==> src/sv/dcpc_pkg.sv <==
// Package for the depth-to-colored-point-cloud block.
// Holds register codes and reset values, queue entry and config types.
// No dependencies.
`default_nettype none
package dcpc_pkg;

	localparam int COLOR_WIDTH_DEF  = 640;
	localparam int COLOR_HEIGHT_DEF = 480;
	localparam int DEPTH_WIDTH_DEF  = 640;
	localparam int DEPTH_HEIGHT_DEF = 480;

	localparam int NUM_REGS    = 8;
	localparam int CFG_W       = 64;
	localparam int CFG_IDX_W   = 4;
	localparam int MAX_DEPTH   = 10000;
	localparam int QUEUE_DEPTH = 4;

	typedef enum logic [2:0] {
		REG_DEPTH_FOCAL  = 3'd0,
		REG_DEPTH_CENTER = 3'd1,
		REG_COLOR_FOCAL  = 3'd2,
		REG_COLOR_CENTER = 3'd3,
		REG_ROT_ROW0     = 3'd4,
		REG_ROT_ROW1     = 3'd5,
		REG_ROT_ROW2     = 3'd6,
		REG_TRANSLATION  = 3'd7
	} reg_idx_t;

	localparam logic [CFG_W-1:0] REG_RESET [NUM_REGS] = '{
		64'd4503599628419072, 64'd0, 64'd4503599628419072, 64'd0,
		64'd262144, 64'd549755813888, 64'd1152921504606846976, 64'd0
	};
	localparam logic [CFG_W-1:0] REG_MASK [NUM_REGS] = '{
		64'hFFFF_FFFF_FFFF_FFFF, 64'hFFFF_FFFF_FFFF_FFFF,
		64'hFFFF_FFFF_FFFF_FFFF, 64'hFFFF_FFFF_FFFF_FFFF,
		64'h7FFF_FFFF_FFFF_FFFF, 64'h7FFF_FFFF_FFFF_FFFF,
		64'h7FFF_FFFF_FFFF_FFFF, 64'h7FFF_FFFF_FFFF_FFFF
	};

	typedef enum logic {
		KIND_LOAD  = 1'b0,
		KIND_DEPTH = 1'b1
	} kind_t;

	// One classified item waiting between front and back.
	typedef struct packed {
		kind_t       kind;
		logic [8:0]  row;
		logic [9:0]  col;
		logic [15:0] depth;
		logic [23:0] rgb;
	} item_t;

	// Decoded configuration; rotation entry k*3+m is row k, column m.
	typedef struct packed {
		logic [31:0]      dfx;
		logic [31:0]      dfy;
		logic [31:0]      dcx;
		logic [31:0]      dcy;
		logic [31:0]      cfx;
		logic [31:0]      cfy;
		logic [31:0]      ccx;
		logic [31:0]      ccy;
		logic [8:0][20:0] rot;
		logic [2:0][20:0] trans;
	} cfg_t;

endpackage
`default_nettype wire

==> src/sv/dcpc_fifo.sv <==
// Short queue of classified items between front and back.
// Depends on dcpc_pkg.
`default_nettype none
module dcpc_fifo #(
	parameter int DEPTH = dcpc_pkg::QUEUE_DEPTH
) (
	input  logic            clk,
	input  logic            arst_n,
	input  logic            push,
	input  dcpc_pkg::item_t din,
	output logic            full,
	input  logic            pop,
	output dcpc_pkg::item_t dout,
	output logic            empty
);
	import dcpc_pkg::*;

	localparam int PW = (DEPTH > 1) ? $clog2(DEPTH) : 1;

	item_t         mem_q [DEPTH];
	logic [PW-1:0] wptr_q, rptr_q;
	logic [PW:0]   count_q;

	assign full  = (count_q == (PW+1)'(DEPTH));
	assign empty = (count_q == '0);
	assign dout  = mem_q[rptr_q];

	always_ff @(posedge clk) begin
		if (push) begin
			mem_q[wptr_q] <= din;
		end
	end

	always_ff @(posedge clk or negedge arst_n) begin
		if (!arst_n) begin
			wptr_q  <= '0;
			rptr_q  <= '0;
			count_q <= '0;
		end else begin
			if (push) begin
				wptr_q <= (wptr_q == PW'(DEPTH-1)) ? '0 : wptr_q + 1'b1;
			end
			if (pop) begin
				rptr_q <= (rptr_q == PW'(DEPTH-1)) ? '0 : rptr_q + 1'b1;
			end
			count_q <= count_q + (PW+1)'(push) - (PW+1)'(pop);
		end
	end
endmodule
`default_nettype wire

==> config.mk <==
export PLATFORM = sky130hd
export DESIGN_NAME = dcpc_fifo
export DESIGN_NICKNAME = d
export VERILOG_FILES = /design/src/sv/dcpc_pkg.sv /design/src/sv/dcpc_fifo.sv
export SDC_FILE = /design/constraint.sdc
export NUM_CORES = 1
export LEC_CHECK = 0
export BUFFER_PORTS_ARGS = -buffer_cell sky130_fd_sc_hd__buf_4
export CORE_MARGIN = 2
export CORE_UTILIZATION = 40
export CTS_CLUSTER_SIZE = 40
export DETAILED_ROUTE_END_ITERATION = 10
export HOLD_SLACK_MARGIN = 0.08
export RECOVER_POWER = 25
export SKIP_LAST_GASP = 1
export SYNTH_ARGS = -nofsm -noshare
export SYNTH_HDL_FRONTEND = slang
export SYNTH_SLANG_ARGS = --single-unit
==> constraint.sdc <==
create_clock -name clk -period 6.4 [get_ports clk]
set_input_delay 0.32 -clock clk [delete_from_list [all_inputs] [get_ports clk]]
set_output_delay 0.32 -clock clk [all_outputs]
set_load 0.005 [all_outputs]
Yosys cells after proc, flatten, opt, wreduce, memory -nomap -nowiden
Memory sizes are Yosys's and may differ from the RTL's.
Cells that the tools add are included.
{"block": "classes", "addsub": 4, "eq_ne": 3, "mux": 4, "n_reduce_logical": 1}
{"operator": "adder 2 x 1 -> 2 bit (second input constant)", "n": 2}
{"operator": "equality test 2 bit (second input constant)", "n": 2}
{"operator": "two-way mux 2 bit", "n": 2}
{"operator": "adder 3 x 1 -> 3 bit", "n": 1}
{"operator": "equality test 3 bit (second input constant)", "n": 1}
{"operator": "zero test 3 bit", "n": 1}
{"operator": "subtractor 3 x 1 -> 3 bit", "n": 1}
{"operator": "two-way mux 1 bit", "n": 2}
{"block": "word_totals", "ff_bits": 7, "ramBits": 240, "out_inout_bits": 62, "elab_cells": 16, "n_memories": 1}
{"memory": "mem_q", "depth": 4, "width": 60, "read_ports": 1, "rd_ports_with_merged_regs": 0, "wr": 1, "line_no": "dcpc_fifo.sv:20", "source": "item_t mem_q [DEPTH];"}

Depth between registers and ports, before layout
{"block": "logic_depth", "ltp_word": 2, "mapped_depth": 6}

Worst setup path after synthesis
Ideal clock, no wire load.
{"block": "synth_path", "path_type": "reg2reg", "startpoint": "register wptr_q[0]", "endpoint": "memory mem_q[2][0] (netlist name) (enable)", "t_arrival_ns": 2.035, "setup_slack_ns": 3.941, "stages_incl_launch_ff": 4, "path_buffers": 0, "path_cell_list": "dfrtp_1 inv_1 ha_1 and2_1"}
{"item": "start, declared", "line_no": "dcpc_fifo.sv:21", "source": "logic [PW-1:0] wptr_q, rptr_q;"}
{"item": "start signal, assigned", "line_no": "dcpc_fifo.sv:41", "source": "wptr_q <= (wptr_q == PW'(DEPTH-1)) ? '0 : wptr_q + 1'b1;"}
{"item": "end, declared", "line_no": "dcpc_fifo.sv:20"}
No word-level cell before the write port.

==> flow_summary.yaml <==
final_layout:
  layout_commonest_cell: "edfxtp_1"
  final_cell_mix: "240 x edfxtp_1, 90 x buf_4, 63 x dlygate4sd3_1"
  fin_cells: 857
  syn_to_final_growth_pct: 26.36
  nets: 627
  fill_cells: 1822
  final_area_um2: 11550
  post_route_cells_drive_above_1_share_pct: 33.04
  n_antenna_cell: 0
synthesis:
  avgSynthCellArea_um2: 26.11
  synth_compound_area_share_pct: 0.1095
  synthCells: 350
  synthesis.nets: 422
  synthTopCellsByArea: "edfxtp_1 79%, mux4_2 14%, dfrtp_1 1.9%, buf_12 1.3%, ha_1 0.96%"
  ys_seq_area_share_pct: 80.78
  yosysWarnings: 0
  netlist.area_leader.share_pct: 78.86
  synth_top_family_by_area: "multiplexers"
  synth-simple-area-share_pct: 0.5750
  synth_top_flop_cell: "edfxtp_1"
  ys_seq_elements: 247
  synth-edff-count: 240
  synth_cell_types: 21
  async_flop_share_pct: 2.834
  synthAdderAreaFrac_pct: 1.177
  syn_area_um2: 9139
  synthMuxAreaShare_pct: 15.12
  synth_top_area_cell: "edfxtp_1"
  synth_xor_area_share_pct: 0.1917
sta:
  worst_slack_ns: 3.250
  grt_setup_unrepaired: "no"
  clock_skew_ns: 0.01373
  fin_crit_sh_pct: 49.22
  fin_tns_setup_ns: 0
  worst_slew_pin_slew_ns: 0.9857
  setup_viol: 0
  fmax_mhz: 317.5
  fin_crit_ns: 3.150
  relSlewSlack_pct: 34.28
  slew_violations: 0
  finalHoldViolCount: 0
power:
  vdd_drop_max_uv: 227.3
  p_total_mw: 4.873
  power_density_nw_per_um2: 422.0
  p_switching_mw: 1.278
  intPower_mw: 3.596
  pwr-share-comb_pct: 26.9
  swShare_pct: 26.22
  leakagePower_nw: 3.920
  share_seq_of_total_power_pct: 45.7
  p_clk_share_pct: 27.4
detailed_routing:
  viasPerCell: 4.933
  wl_per_cell_um: 19.27
  drc: 0
  dr.pass1.iters: 4
  drt_iter0_markers: 208
  routed_wl_mm: 16.52
  drtAntennaViolNets: 0
  dr_total_vias: 4228
place:
  place.gp.congestion: 0.6815
  io_buffer_count: 125
  placed_cells: 748
  placed_area_um2: 10300
  pre_cts_slack_ns: 3.629
  dp_hpwl_mm: 8.835
critical_path:
  crit_type: "register to output pin"
  critPathMaxFanout: 36
  cp.required_ns: 6.08
  startpoint: "rptr_q[0]"
  cp-end-kind: "output pin"
  cp.arrival_ns: 2.83
  critPathLaunchType: "register"
  crit_path_end: "dout[0]"
  r2r-end: "rptr_q[1]"
  r2r_slack_ns: 4.16
  rr_worst_depth: 3
  reg2reg_from: "rptr_q[0]"
die:
  dieWidth_um: 155.2
  row_count: 55
  die_h_um: 155.2
  dieArea_um2: 24070
  core-area_um2: 22500
  start_util_pct: 40.61
  io_pins: 126
cts:
  clock-root-buffer: "clkbuf_16"
  clk_pin_slew_ns: 0.05
  cts_resized: 0
  cts_tree: "done"
  clkSinkCount: 247
  insertion_delay_ns: 0.51
  htreeDepth: 1
  cts.path.max_buffers: 3
  cts_buffers: 27
job:
  maxCapViolCount: 0
global_routing:
  groute.usage.overall_pct: 13.90
  grt_pass1_wl_mm: 25.45
  grt_start_max_net_pins: 61
  overflow: 0
  antenna_found_initial: 0
  grt_pass1_vias: 4662
hold_path:
  min-delay-path-class: "input port to async pin"
outcome:
  status: "completed"
==> power groups by stage <==
stage | registers, mW | clock network (mW) | logic (mW)
6_report | 2.23 | 1.34 | 1.31
5_1_grt | 2.27 | 1.43 | 1.43
4_1_cts | 2.24 | 1.38 | 1.37
3_5_place_dp | 2.28 | 0 | 1.33
3_3_place_gp | 2.26 | 0 | 1.32
2_1_floorplan | 2.16 | 0 | 0.872
==> synthesized netlist by cell type (2+ instances only) <==
| cell type | n |
|---|---|
| mux4_2 | 58 |
| mux4_1 | 2 |
| buf_12 | 6 |
| and2_1 | 4 |
| mux2_2 | 2 |
| ha_1 | 7 |
| buf_2 | 6 |
| edfxtp_1 | 240 |
| o21ai_0 | 2 |
| dfrtp_1 | 7 |
| inv_1 | 6 |
==> metrics by stage <==
| step | utilization [%] | hold slack, ns |
|---|---|---|
| global placement | 45.77 | 0.1376 |
| CTS | 51.93 | 0.1376 |
| finish | 51.32 | 0.2448 |
| global route | 51.32 | 0.2842 |
| detailed placement | 45.77 | 0.1401 |
| floorplan | - | 0.02441 |
==> how the worst min path moves through the flow <==
stage | startpoint | end | slack [ns] | cells past startpoint
finish | arst_n | count_q[1] | 0.24 | 2
CTS | arst_n | count_q[1] | 0.14 | 2
floorplan | arst_n | count_q[0] | 0.02 | 0
global route | arst_n | count_q[1] | 0.28 | 2
detailed placement | arst_n | count_q[1] | 0.14 | 1
global placement | arst_n | count_q[1] | 0.14 | 1
==> sequential cells by signal (all words and copies together) (netlist names) <==
register	cells
mem_q	240
count_q	3
rptr_q	2
wptr_q	2
==> final cells by class <==
class                      count  area [um^2]  share of cell area, %
sequential                   247         7387                  63.97
multi-input combinational     83         1579                  13.67
timing repair buffer         190         1445                  12.51
clock buffer                  34        701.9                  6.079
tap                          285        356.6                  3.088
clock inverter                12        55.05                 0.4768
inverter                       6        22.52                 0.1950
==> timing repair <==
item                      CTS  global route
buffers inserted            0             0
hold buffers               63             0
hold endpoints to repair  251             0
==> layer usage <==
layer,global-route usage (%),routed length (um),vias up
li1,-,-,1897
met1,17.73,6781,2174
met2,24.08,8255,129
met3,3.482,1175,28
met4,3.351,305,0
met5,0,0,-
==> logic make-up after synthesis <==
group / after synthesis
AO/OA/AOI/OAI: 2
XOR/XNOR: 2
adder cells (fa/ha/maj): 8
buffers and inverters: 20
flip-flops: 247
multiplexers: 62
AND/OR/NAND/NOR: 9
==> worst max-delay path, cell delays in order, from the launching register on <==
cell     delay, ns
dfrtp_4       0.80
buf_4         0.69
mux4_1        0.64
buf_4         0.15
No activity file was read; power rests on OpenSTA's default activity.
