===== src/sv/dcpc_pkg.sv =====
// Package for the depth-to-colored-point-cloud block.
// Holds register codes and reset values, queue entry and config types.
// No dependencies.
`default_nettype none
package dcpc_pkg;

	localparam int COLOR_WIDTH_DEF  = 640;
	localparam int COLOR_HEIGHT_DEF = 480;
	localparam int DEPTH_WIDTH_DEF  = 640;
	localparam int DEPTH_HEIGHT_DEF = 480;

	localparam int NUM_REGS    = 8;
	localparam int CFG_W       = 64;
	localparam int CFG_IDX_W   = 4;
	localparam int MAX_DEPTH   = 10000;
	localparam int QUEUE_DEPTH = 4;

	typedef enum logic [2:0] {
		REG_DEPTH_FOCAL  = 3'd0,
		REG_DEPTH_CENTER = 3'd1,
		REG_COLOR_FOCAL  = 3'd2,
		REG_COLOR_CENTER = 3'd3,
		REG_ROT_ROW0     = 3'd4,
		REG_ROT_ROW1     = 3'd5,
		REG_ROT_ROW2     = 3'd6,
		REG_TRANSLATION  = 3'd7
	} reg_idx_t;

	localparam logic [CFG_W-1:0] REG_RESET [NUM_REGS] = '{
		64'd4503599628419072, 64'd0, 64'd4503599628419072, 64'd0,
		64'd262144, 64'd549755813888, 64'd1152921504606846976, 64'd0
	};
	localparam logic [CFG_W-1:0] REG_MASK [NUM_REGS] = '{
		64'hFFFF_FFFF_FFFF_FFFF, 64'hFFFF_FFFF_FFFF_FFFF,
		64'hFFFF_FFFF_FFFF_FFFF, 64'hFFFF_FFFF_FFFF_FFFF,
		64'h7FFF_FFFF_FFFF_FFFF, 64'h7FFF_FFFF_FFFF_FFFF,
		64'h7FFF_FFFF_FFFF_FFFF, 64'h7FFF_FFFF_FFFF_FFFF
	};

	typedef enum logic {
		KIND_LOAD  = 1'b0,
		KIND_DEPTH = 1'b1
	} kind_t;

	// One classified item waiting between front and back.
	typedef struct packed {
		kind_t       kind;
		logic [8:0]  row;
		logic [9:0]  col;
		logic [15:0] depth;
		logic [23:0] rgb;
	} item_t;

	// Decoded configuration; rotation entry k*3+m is row k, column m.
	typedef struct packed {
		logic [31:0]      dfx;
		logic [31:0]      dfy;
		logic [31:0]      dcx;
		logic [31:0]      dcy;
		logic [31:0]      cfx;
		logic [31:0]      cfy;
		logic [31:0]      ccx;
		logic [31:0]      ccy;
		logic [8:0][20:0] rot;
		logic [2:0][20:0] trans;
	} cfg_t;

endpackage
`default_nettype wire


===== src/sv/dcpc_if.sv =====
// Channel interfaces: pixel items in, colored points out.
// Valid/ready handshake with payload; no dependencies.
`default_nettype none
interface dcpc_pixel_if;
	logic        valid;
	logic        ready;
	logic        action;
	logic [8:0]  pixel_row;
	logic [9:0]  pixel_col;
	logic [15:0] depth_mm;
	logic [7:0]  load_red;
	logic [7:0]  load_green;
	logic [7:0]  load_blue;

	modport source (output valid, action, pixel_row, pixel_col, depth_mm,
		load_red, load_green, load_blue, input ready);
	modport sink (input valid, action, pixel_row, pixel_col, depth_mm,
		load_red, load_green, load_blue, output ready);
endinterface

`default_nettype wire


===== src/sv/dcpc_front.sv =====
// Front end: accept pixel transactions, drop those out of frame or out of depth range, queue the rest.
// Depends on dcpc_pkg and dcpc_if.
`default_nettype none
module dcpc_front #(
	parameter int COLOR_WIDTH  = dcpc_pkg::COLOR_WIDTH_DEF,
	parameter int COLOR_HEIGHT = dcpc_pkg::COLOR_HEIGHT_DEF,
	parameter int DEPTH_WIDTH  = dcpc_pkg::DEPTH_WIDTH_DEF,
	parameter int DEPTH_HEIGHT = dcpc_pkg::DEPTH_HEIGHT_DEF
) (
	input  logic            clk,
	input  logic            arst_n,
	dcpc_pixel_if.sink      pixel,
	output logic            push,
	output dcpc_pkg::item_t entry,
	input  logic            full
);
	import dcpc_pkg::*;

	logic  v_q;
	item_t entry_q;
	logic  accept, keep;

	assign push        = v_q && !full;
	assign pixel.ready = !v_q || !full;
	assign accept      = pixel.valid && pixel.ready;
	assign entry       = entry_q;

	always_comb begin
		if (pixel.action == KIND_LOAD) begin
			keep = (pixel.pixel_row < COLOR_HEIGHT) && (pixel.pixel_col < COLOR_WIDTH);
		end else begin
			keep = (pixel.pixel_row < DEPTH_HEIGHT) && (pixel.pixel_col < DEPTH_WIDTH)
				&& (pixel.depth_mm != 16'd0) && (pixel.depth_mm <= 16'(MAX_DEPTH));
		end
	end

	always_ff @(posedge clk or negedge arst_n) begin
		if (!arst_n) begin
			v_q <= 1'b0;
		end else if (accept) begin
			v_q <= keep;
		end else if (push) begin
			v_q <= 1'b0;
		end
	end

	always_ff @(posedge clk) begin
		if (accept) begin
			entry_q.kind  <= kind_t'(pixel.action);
			entry_q.row   <= pixel.pixel_row;
			entry_q.col   <= pixel.pixel_col;
			entry_q.depth <= pixel.depth_mm;
			entry_q.rgb   <= {pixel.load_red, pixel.load_green, pixel.load_blue};
		end
	end
endmodule
`default_nettype wire


===== src/flat_wrapper.sv =====
// flat-port wrapper written by rule: the top's interface ports become plain ports
module dcpc_front_flat import dcpc_pkg::*;
#(
	parameter int COLOR_WIDTH  = dcpc_pkg::COLOR_WIDTH_DEF,
	parameter int COLOR_HEIGHT = dcpc_pkg::COLOR_HEIGHT_DEF,
	parameter int DEPTH_WIDTH  = dcpc_pkg::DEPTH_WIDTH_DEF,
	parameter int DEPTH_HEIGHT = dcpc_pkg::DEPTH_HEIGHT_DEF
)
  (clk, arst_n, push, entry, full, pixel_valid, pixel_action, pixel_pixel_row, pixel_pixel_col, pixel_depth_mm, pixel_load_red, pixel_load_green, pixel_load_blue, pixel_ready);
  dcpc_pixel_if pixel_i ();
  input  logic clk;
  input  logic arst_n;
  output logic push;
  output dcpc_pkg::item_t entry;
  input  logic full;
  input wire logic [$bits(pixel_i.valid)-1:0] pixel_valid;
  input wire logic [$bits(pixel_i.action)-1:0] pixel_action;
  input wire logic [$bits(pixel_i.pixel_row)-1:0] pixel_pixel_row;
  input wire logic [$bits(pixel_i.pixel_col)-1:0] pixel_pixel_col;
  input wire logic [$bits(pixel_i.depth_mm)-1:0] pixel_depth_mm;
  input wire logic [$bits(pixel_i.load_red)-1:0] pixel_load_red;
  input wire logic [$bits(pixel_i.load_green)-1:0] pixel_load_green;
  input wire logic [$bits(pixel_i.load_blue)-1:0] pixel_load_blue;
  output wire logic [$bits(pixel_i.ready)-1:0] pixel_ready;
  assign pixel_i.valid = pixel_valid;
  assign pixel_i.action = pixel_action;
  assign pixel_i.pixel_row = pixel_pixel_row;
  assign pixel_i.pixel_col = pixel_pixel_col;
  assign pixel_i.depth_mm = pixel_depth_mm;
  assign pixel_i.load_red = pixel_load_red;
  assign pixel_i.load_green = pixel_load_green;
  assign pixel_i.load_blue = pixel_load_blue;
  assign pixel_ready = pixel_i.ready;
  dcpc_front #(.COLOR_WIDTH(COLOR_WIDTH), .COLOR_HEIGHT(COLOR_HEIGHT), .DEPTH_WIDTH(DEPTH_WIDTH), .DEPTH_HEIGHT(DEPTH_HEIGHT)) u_core (.clk(clk), .arst_n(arst_n), .pixel(pixel_i), .push(push), .entry(entry), .full(full));
endmodule

===== config.mk =====
export PLATFORM = sky130hd
export DESIGN_NAME = dcpc_front_flat
export DESIGN_NICKNAME = d
export VERILOG_FILES = /design/src/sv/dcpc_pkg.sv /design/src/sv/dcpc_if.sv /design/src/sv/dcpc_front.sv /design/src/flat_wrapper.sv
export SDC_FILE = /design/constraint.sdc
export NUM_CORES = 1
export LEC_CHECK = 0
export BUFFER_PORTS_ARGS = -buffer_cell sky130_fd_sc_hd__buf_2
export CORE_MARGIN = 4
export CORE_UTILIZATION = 44
export DETAILED_ROUTE_END_ITERATION = 6
export PLACE_DENSITY = 0.85
export SLEW_MARGIN = 10
export SYNTH_ARGS = -nofsm -noshare
export SYNTH_HDL_FRONTEND = slang
export SYNTH_SLANG_ARGS = --single-unit

===== constraint.sdc =====
create_clock -name clk -period 4.66 [get_ports clk]
set_input_delay 0.699 -clock clk [delete_from_list [all_inputs] [get_ports clk]]
set_output_delay 0.699 -clock clk [all_outputs]
set_load 0.01 [all_outputs]

* Yosys cells after proc, flatten, opt, wreduce, memory -nomap -nowiden
Index checks and enable logic that the tools add are counted. W data, S select, Z words.
Word-level totals: input port bits 64, output and inout port bits 62, register bits 61, logic and storage cells 22
Operators by class: $lt $le $gt $ge 3, reductions and logical operators 10, multiplexer cells 3
Operators by type and width (number):
- $le A16 B14 Y1 const B | 1
- $reduce_bool A16 Y1 | 1
- $lt A10 B10 Y1 const B | 1
- $lt A9 B9 Y1 const B | 1
- $logic_and A1 B1 Y1 | 5
- $mux W1 | 3
- $logic_not A1 Y1 | 2
- $reduce_bool A2 Y1 | 1
- $logic_or A1 B1 Y1 | 1

* Longest topological paths before layout
Gate-level depths: netlist of run 1.
depth in word-level cells 6, gate-level depth with buffers 4, mapped depth without buffers 4

* Worst setup path before layout of run 1
No wires, ideal clock.
path type input port to flip-flop, start point input full, end point register u_core.entry_q, in the netlist u_core.entry[0], enable pin, buffers on the path 0, stages on the path 2, slack 1921 ps, arrival 2314 ps, setup time 424 ps, required time 4236 ps, path through nand2_1 > and2_1
Between the ends: longest elaborated chain between the ends 3
Ends and longest elaborated chain:
- from (decl) | line flat_wrapper.sv:15 | input logic full;
- $logic_not A1 Y1 | line dcpc_front.sv:24 | assign pixel.ready = !v_q || !full;
- $logic_or A1 B1 Y1 | line dcpc_front.sv:24
- $logic_and A1 B1 Y1 | line dcpc_front.sv:25 | assign accept = pixel.valid && pixel.ready;
- named net u_core.accept | line dcpc_front.sv:21 | logic accept, keep;
- to (decl) | line dcpc_front.sv:20 | item_t entry_q;
The timed path passes the listed nets, and every way through them passes these cells. A chain may end at the register's enable or synchronous reset.

* Worst setup path in the final report of run 1
start point input full, end point output pixel_ready
Between the ends: longest elaborated chain between the ends 2
Ends and longest elaborated chain:
- $logic_not A1 Y1 | line dcpc_front.sv:24
- $logic_or A1 B1 Y1 | line dcpc_front.sv:24
- to (decl) | line flat_wrapper.sv:24 | output wire logic [$bits(pixel_i.ready)-1:0] pixel_ready;
Every way passes these cells.

==> results.toml, run 1 <==
[sta]
finalCritPeriodShare = 0.382
hold_viol = 0
period_minus_slack_ns = 1.78
rsz0062_at_grt = "no"
setup_viol = 0
maxSlewViolCount = 0
fmax_mhz = 561
worst_slew_pin_slew_ns = 0.717
final.setup.tns_ns = 0
relSlewSlack = 0.522
skew_ns = 0.00546

[floorplan]
coreArea_um2 = 4140
dieHeight_um = 74.6
die_w_um = 74.6
start_util = 0.471
boundaryPins = 126
core.rowCount = 23
dieArea_um2 = 5570

[cells_and_area]
area_delta_synth_final_pct = 46.1
fillers = 312
n_antenna_cell = 0
drive_above_1_share = 0.621
fin_nets = 283

[global_route]
grt_use_total = 0.165
grt_max_degree = 61
grt_pass1_wl_um = 6430
first_global_vias = 1327
gr-total-overflow = 0
grt_antenna_before_repair = 0

[setup_path]
required_ns = 3.96
startpoint_type = "input port"
worstRegToRegCells = 3
critPathMaxFanout = 5
worstSetupStartpoint = "full"
cp.arrival_ns = 1.08
worst_setup_path_end_kind = "output port"
r2r_start = "u_core.v_q"
worstSetupPathType = "in2out"

[cts]
path_clk_slew_ns = 0.06
cts_root_buf = "clkbuf_8"
cts_buffer_depth = 2
post_cts_buffers = 0
numCtsBuffers = 9
cts_hold_repair.buffers = 0
htree_levels = 3
ctsResizeCount = 0
insertion_delay_ns = 0.32
cts_sinks = 61
cts_tree = "yes"

[routing]
first_pass_iters = 5
first_iter_violations = 47
via_per_inst = 4.69
route.vias.total = 1286
drt-total-wl_um = 4360
final_antenna_net_count = 0
drc = 0
wl_per_cell_um = 15.9

[logic_synthesis]
yosysWarnings = 0
synth_seq_cells = 61
netlist_area_um2 = 1950
synth_cells = 82
ys_seq_area_frac = 0.935
async_flop_share = 0.0164
synth_edf_count = 60
synth.top_cell.area_share = 0.922
synth_cell_type_count = 15
synth_fp_nets = 146
synth.most_common_cell = "edfxtp_1"
ys.flop_type = "edfxtp_1"
yosysTopAreaCell = "edfxtp_1"
synth_common_cells = "60 x edfxtp_1, 3 x nand4_1, 3 x nor4_1"
avgSynthCellArea_um2 = 23.8
yosys-top-cells-area = "edfxtp_1 92%, dfrtp_1 1.3%, nand4_1 0.96%, nor4_1 0.96%, nand3_1 0.51%"

[place]
io_buffers = 125
gp_congestion = 0.836
hpwlAfterDp_um = 3330

[pwr]
p_leak_nw = 1.23
fin_total_pwr_mw = 1.23
powerDensity_nw_per_um2 = 433
irDropWorstVdd_mv = 0.272

[hold_path]
hold_class = "in2async"

[status]
outcome = "finished, final reports clean"

[job]
max_cap_viol_count = 0
-- worst max-delay path, stage by stage --
cell     delay (ns)
buf_2          0.10
nand2_1        0.12
buf_2          0.16
-- through the flow --
step | setup slack [ns] | cells | instance area (um^2) | util | hold slack [ns]
2_1_floorplan | 1.92 | 82 | 1950 | - | 0.403
3_3_place_gp | 2.66 | 258 | 2650 | 0.639 | 0.475
3_5_place_dp | 2.59 | 258 | 2650 | 0.639 | 0.476
4_1_cts | 2.88 | 274 | 2850 | 0.689 | 0.129
5_1_grt | 2.85 | 274 | 2850 | 0.689 | 0.120
6_report | 2.88 | 274 | 2850 | 0.689 | 0.142
-- placed cells by master, fill, tap and decap left out, drive strengths merged --
| cell | n |
|---|---|
| and2 | 1 |
| buf | 126 |
| bufinv | 2 |
| clkbuf | 9 |
| clkinv | 5 |
| dfrtp | 1 |
| edfxtp | 60 |
| nand2 | 2 |
| nand3 | 2 |
| nand4 | 3 |
| nor2 | 2 |
| nor2b | 1 |
| nor4 | 3 |
| o2111ai | 1 |
| o211a | 1 |
| o211ai | 1 |
| o21ai | 2 |
| or2b | 1 |
| or4 | 1 |
-- report_power, final --
group	internal (mW)	switching, mW
clock network	0.293	0.186
registers	0.645	0.00766
logic	0.0441	0.0587
-- sequential cells by signal, summed over array words and instances, names as in the netlist --
name / cells
u_core.v_q: 1
u_core.entry: 60
-- layer usage --
| metal | share of wire | track usage | up-vias |
|---|---|---|---|
| li1 | - | - | 611 |
| met1 | 0.34 | 0.175 | 584 |
| met2 | 0.50 | 0.269 | 86 |
| met3 | 0.14 | 0.0908 | 5 |
| met4 | 0.0096 | 0.0771 | 0 |
| met5 | 0 | 0 | - |
-- final timing paths --
| check | end | slack (ns) |
|---|---|---|
| worst max-delay path | pixel_ready | 2.88 |
| worst min register to register | u_core.v_q | 0.72 |
| max in group asynchronous | u_core.v_q | 4.43 |
| min in group clk | u_core.entry[2] | 0.55 |
| worst max register to register | u_core.entry[12] | 3.01 |
| worst min-delay path | u_core.v_q | 0.14 |
-- kinds of logic (layout without fill, tap and decap cells) --
family | Yosys count | count (layout) | synth area share
compound gates | 5 | 5 | 0.0186
simple gates | 16 | 16 | 0.0461
flops | 61 | 61 | 0.935
buf+inv | 0 | 142 | 0
-- final cells by class --
class,instances,area (um^2),area share
Clock buffer,9,124,0.0434
Tap cell,50,62.6,0.0219
Timing Repair Buffer,126,633,0.222
Sequential cell,61,1830,0.640
Clock inverter,7,80.1,0.0281
Multi-Input combinational cell,21,128,0.0447
No activity file was read; power rests on OpenSTA's default activity.
==> run 2, diff against run 1 <==
Settings changed: CORE_UTILIZATION 44 to 37, PLACE_DENSITY 0.85 to 0.76.
Clock period 4.66 ns to 1.45 ns, I/O delays scaled along.
==> results.toml, run 2 (synthesis results as in run 1) <==
[floorplan]
coreArea_um2 = 5110
dieHeight_um = 80.7
start_util = 0.382
dieArea_um2 = 6510
core.rowCount = 26
boundaryPins = 126
die_w_um = 80.7

[setup_path]
worst_setup_path_end_kind = "register"
critPathMaxFanout = 30
startpoint_type = "register"
r2r_setup_slack_ns = 0.18
worstSetupPathType = "reg2reg"
required_ns = 1.48
cp.arrival_ns = 1.30

[global_route]
use_met1 = 0.135
grt_pass1_wl_um = 6200
first_global_vias = 1205
grt_use_met2 = 0.228
gr-total-overflow = 0
grt_max_degree = 31
grt_antenna_before_repair = 0
grt_use_total = 0.137
met3_usage = 0.0863
busiest_layer = "met2"

[sta]
holdWs_ns = 0.0582
setup_ws_ns = 0.177
relSlewSlack = 0.740
maxSlewViolCount = 0
setup_viol = 0
rsz0062_at_grt = "no"
fmax_mhz = 786
hold_viol = 0
final.setup.tns_ns = 0
worst_slew_pin_slew_ns = 0.386
period_minus_slack_ns = 1.27
skew_ns = 0.00855
finalCritPeriodShare = 0.878

[cts]
ctsResizeCount = 0
post_cts_buffers = 0
insertion_delay_ns = 0.33
cts_hold_repair.buffers = 1
cts_tree = "yes"
cts_root_buf = "clkbuf_8"
htree_levels = 3
cts_sinks = 61
numCtsBuffers = 9
cts_buffer_depth = 2
path_clk_slew_ns = 0.07

[place]
hpwlAfterDp_um = 3570
dpl_worst_slack_ns = 0.0489
io_buffers = 125
gp_congestion = 0.638
post_dp_cell_area_um2 = 2720

[cells_and_area]
final_cell_mix = "125 x buf_2, 60 x edfxtp_1, 9 x clkbuf_8"
n_antenna_cell = 0
final_area_um2 = 2910
drive_above_1_share = 0.634
final_common_cell = "buf_2"
largest_reg_flops = 60
area_delta_synth_final_pct = 49.2
fin_nets = 287

[pwr]
irDropWorstVdd_mv = 0.584
fin_total_pwr_mw = 3.82
p_leak_nw = 1.25
powerDensity_nw_per_um2 = 1310

[routing]
drt-total-wl_um = 4510
first_pass_iters = 4
final_antenna_net_count = 0
wl_per_cell_um = 15.2
drc = 0
first_iter_violations = 51
route.vias.total = 1299
via_per_inst = 4.37

[job]
max_cap_viol_count = 0

[status]
outcome = "finished, final reports clean"

[hold_path]
hold_class = "in2reg"
-- run 2: layout make-up --
type	count	area [um^2]
repair buffers	130	691
multi-input cells	21	129
clock buffers	10	128
fillers	422	2190
clock inverters	5	52.6
flip-flops and latches	61	1830
well taps	70	87.6
-- run 2: path summary, 6_finish.rpt --
path | start | endpoint | cells past startpoint
setup / recovery | u_core.v_q | u_core.entry[20] | 3
hold / removal | pixel_load_blue[7] | u_core.entry[7] | 1
setup reg to reg | u_core.v_q | u_core.entry[20] | 3
hold reg to reg | u_core.v_q | u_core.v_q | 4
max in group asynchronous | arst_n | u_core.v_q | 2
min in group asynchronous | arst_n | u_core.v_q | 2
-- run 2: per-layer routing --
| layer | part of all wire | vias up |
|---|---|---|
| met3 | 0.15 | 11 |
| met4 | 0.021 | 0 |
| met1 | 0.34 | 588 |
| li1 | - | 619 |
| met2 | 0.49 | 81 |
| met5 | 0 | - |
-- run 2: stage by stage --
stage,utilization,instances
floorplan,-,82
global placement,0.533,281
detailed placement,0.533,281
CTS,0.571,297
global route,0.571,297
finish,0.571,297
-- run 2: report_power, final --
part	switching, mW	internal, mW	total, mW
clock network	0.598	0.774	1.37
logic	0.191	0.162	0.352
registers	0.0231	2.07	2.10
total	0.812	3.01	3.82
-- run 2: worst max-delay path, cell delays in order (launching register included) --
cell,delay (ns)
dfrtp_1,0.39
nand2_1,0.09
and2_4,0.27
buf_12,0.22
==> run 3, diff against run 2 <==
Settings changed: CORE_ASPECT_RATIO from default to 2.
==> results.toml, run 3 (synthesis results as in run 1) <==
[pwr]
powerDensity_nw_per_um2 = 1260
p_sw_mw = 0.791
power_frac_comb = 0.098
switching_share = 0.219
p_clk_frac = 0.321
irDropWorstVdd_mv = 0.750
power.internal_mw = 2.82
fin_total_pwr_mw = 3.61
seqPwrFrac = 0.581
p_leak_nw = 1.23

[setup_path]
cp.arrival_ns = 1.07
max_stage_delay_ns = 0.40
worst_setup_path_end_kind = "output port"
cp.depth = 3
required_ns = 1.23
worstRegToRegCells = 3
worst-path-buf-inv = 2
startpoint_type = "register"
critPathMaxFanout = 4
slowest_stage = "dfrtp_1"
worstSetupPathType = "reg2out"
cp_top_family = "flip-flops"
path_cells = "nand2_1 -> buf_4 -> buf_2"

[routing]
drt-total-wl_um = 4770
highest-signal-layer = "met4"
wl_met1_um = 1510
route.vias.total = 1337
met3_wirelength_um = 458
first_iter_violations = 30
first_pass_iters = 4
final_antenna_net_count = 0
wl_per_cell_um = 16.8
met2_length_um = 2550
drc = 0
via_per_inst = 4.71

[place]
hpwlAfterDp_um = 3760
io_buffers = 125
gp_congestion = 0.768
post_dp_cell_area_um2 = 2700
dpl_worst_slack_ns = 0.0678
dp_cells = 268

[hold_path]
hold_class = "in2reg"
min_path_cells = 1

[cts]
post_cts_buffers = 0
cts_tree = "yes"
cts_root_buf = "clkbuf_8"
cts_buffer_depth = 2
insertion_delay_ns = 0.33
cts_hold_repair.buffers = 1
numCtsBuffers = 9
cts_sinks = 61
ctsResizeCount = 0
path_clk_slew_ns = 0.06
htree_levels = 3

[cells_and_area]
area_delta_synth_final_pct = 46.4
drive_above_1_share = 0.615
utilization = 0.556
fin_cells = 284
final_common_cell = "buf_2"
largest_reg_flops = 60
final_cell_mix = "125 x buf_2, 60 x edfxtp_1, 9 x clkbuf_8"
final_area_um2 = 2860
n_antenna_cell = 0
fin_nets = 286

[sta]
skew_ns = 0.00521
setup_ws_ns = 0.160
maxSlewViolCount = 0
holdWs_ns = 0.0636
relSlewSlack = 0.747
setup_viol = 0
finalCritPeriodShare = 0.890
period_minus_slack_ns = 1.29
worst_slew_pin_slew_ns = 0.377
final.setup.tns_ns = 0
hold_viol = 0
rsz0062_at_grt = "no"
fmax_mhz = 775

[floorplan]
dieHeight_um = 111
start_util = 0.380
dieArea_um2 = 6580
boundaryPins = 126
die_w_um = 59.4
core.rowCount = 37
coreArea_um2 = 5140

[job]
max_cap_viol_count = 0

[global_route]
first_global_vias = 1499
gr-total-overflow = 0
grt_max_degree = 35
grt_use_total = 0.158
grt_pass1_wl_um = 7280
grt_antenna_before_repair = 0

[status]
outcome = "finished, final reports clean"
## run 3: area by class of cell
type                       count  area (um^2)
clock buffer                  11          131
tap                           58         72.6
timing repair buffer         129          683
clock inverter                 4         16.3
sequential                    61         1830
multi-input combinational     21          129
fill                         459         2280
## run 3: metal layers
metal,global-route usage,vias to the layer above
met5,0,-
met4,0.139,0
met3,0.0559,22
met2,0.256,82
met1,0.143,618
li1,-,615
## run 3: final timing paths
path / startpoint / to / slack [ns]
worst max-delay path: u_core.v_q / pixel_ready / 0.16
worst min register to register: u_core.v_q / u_core.v_q / 0.83
worst min-delay path: pixel_load_green[6] / u_core.entry[14] / 0.06
min in group asynchronous: arst_n / u_core.v_q / 0.19
worst max register to register: u_core.v_q / u_core.entry[21] / 0.26
max in group asynchronous: arst_n / u_core.v_q / 1.17
## run 3: power groups by stage
stage	combinational, mW	sequential [mW]	clock (mW)
after global placement	0.349	2.13	0
after global routing	0.388	2.11	1.30
final	0.355	2.10	1.16
after detailed placement	0.359	2.14	0
after floorplan	0.0548	2.20	0
after CTS	0.362	2.10	1.20
## run 3: worst reg2reg max path, stage by stage (launching register included)
cell	delay, ns
dfrtp_1	0.40
nand2_1	0.09
and2_4	0.18
buf_12	0.21
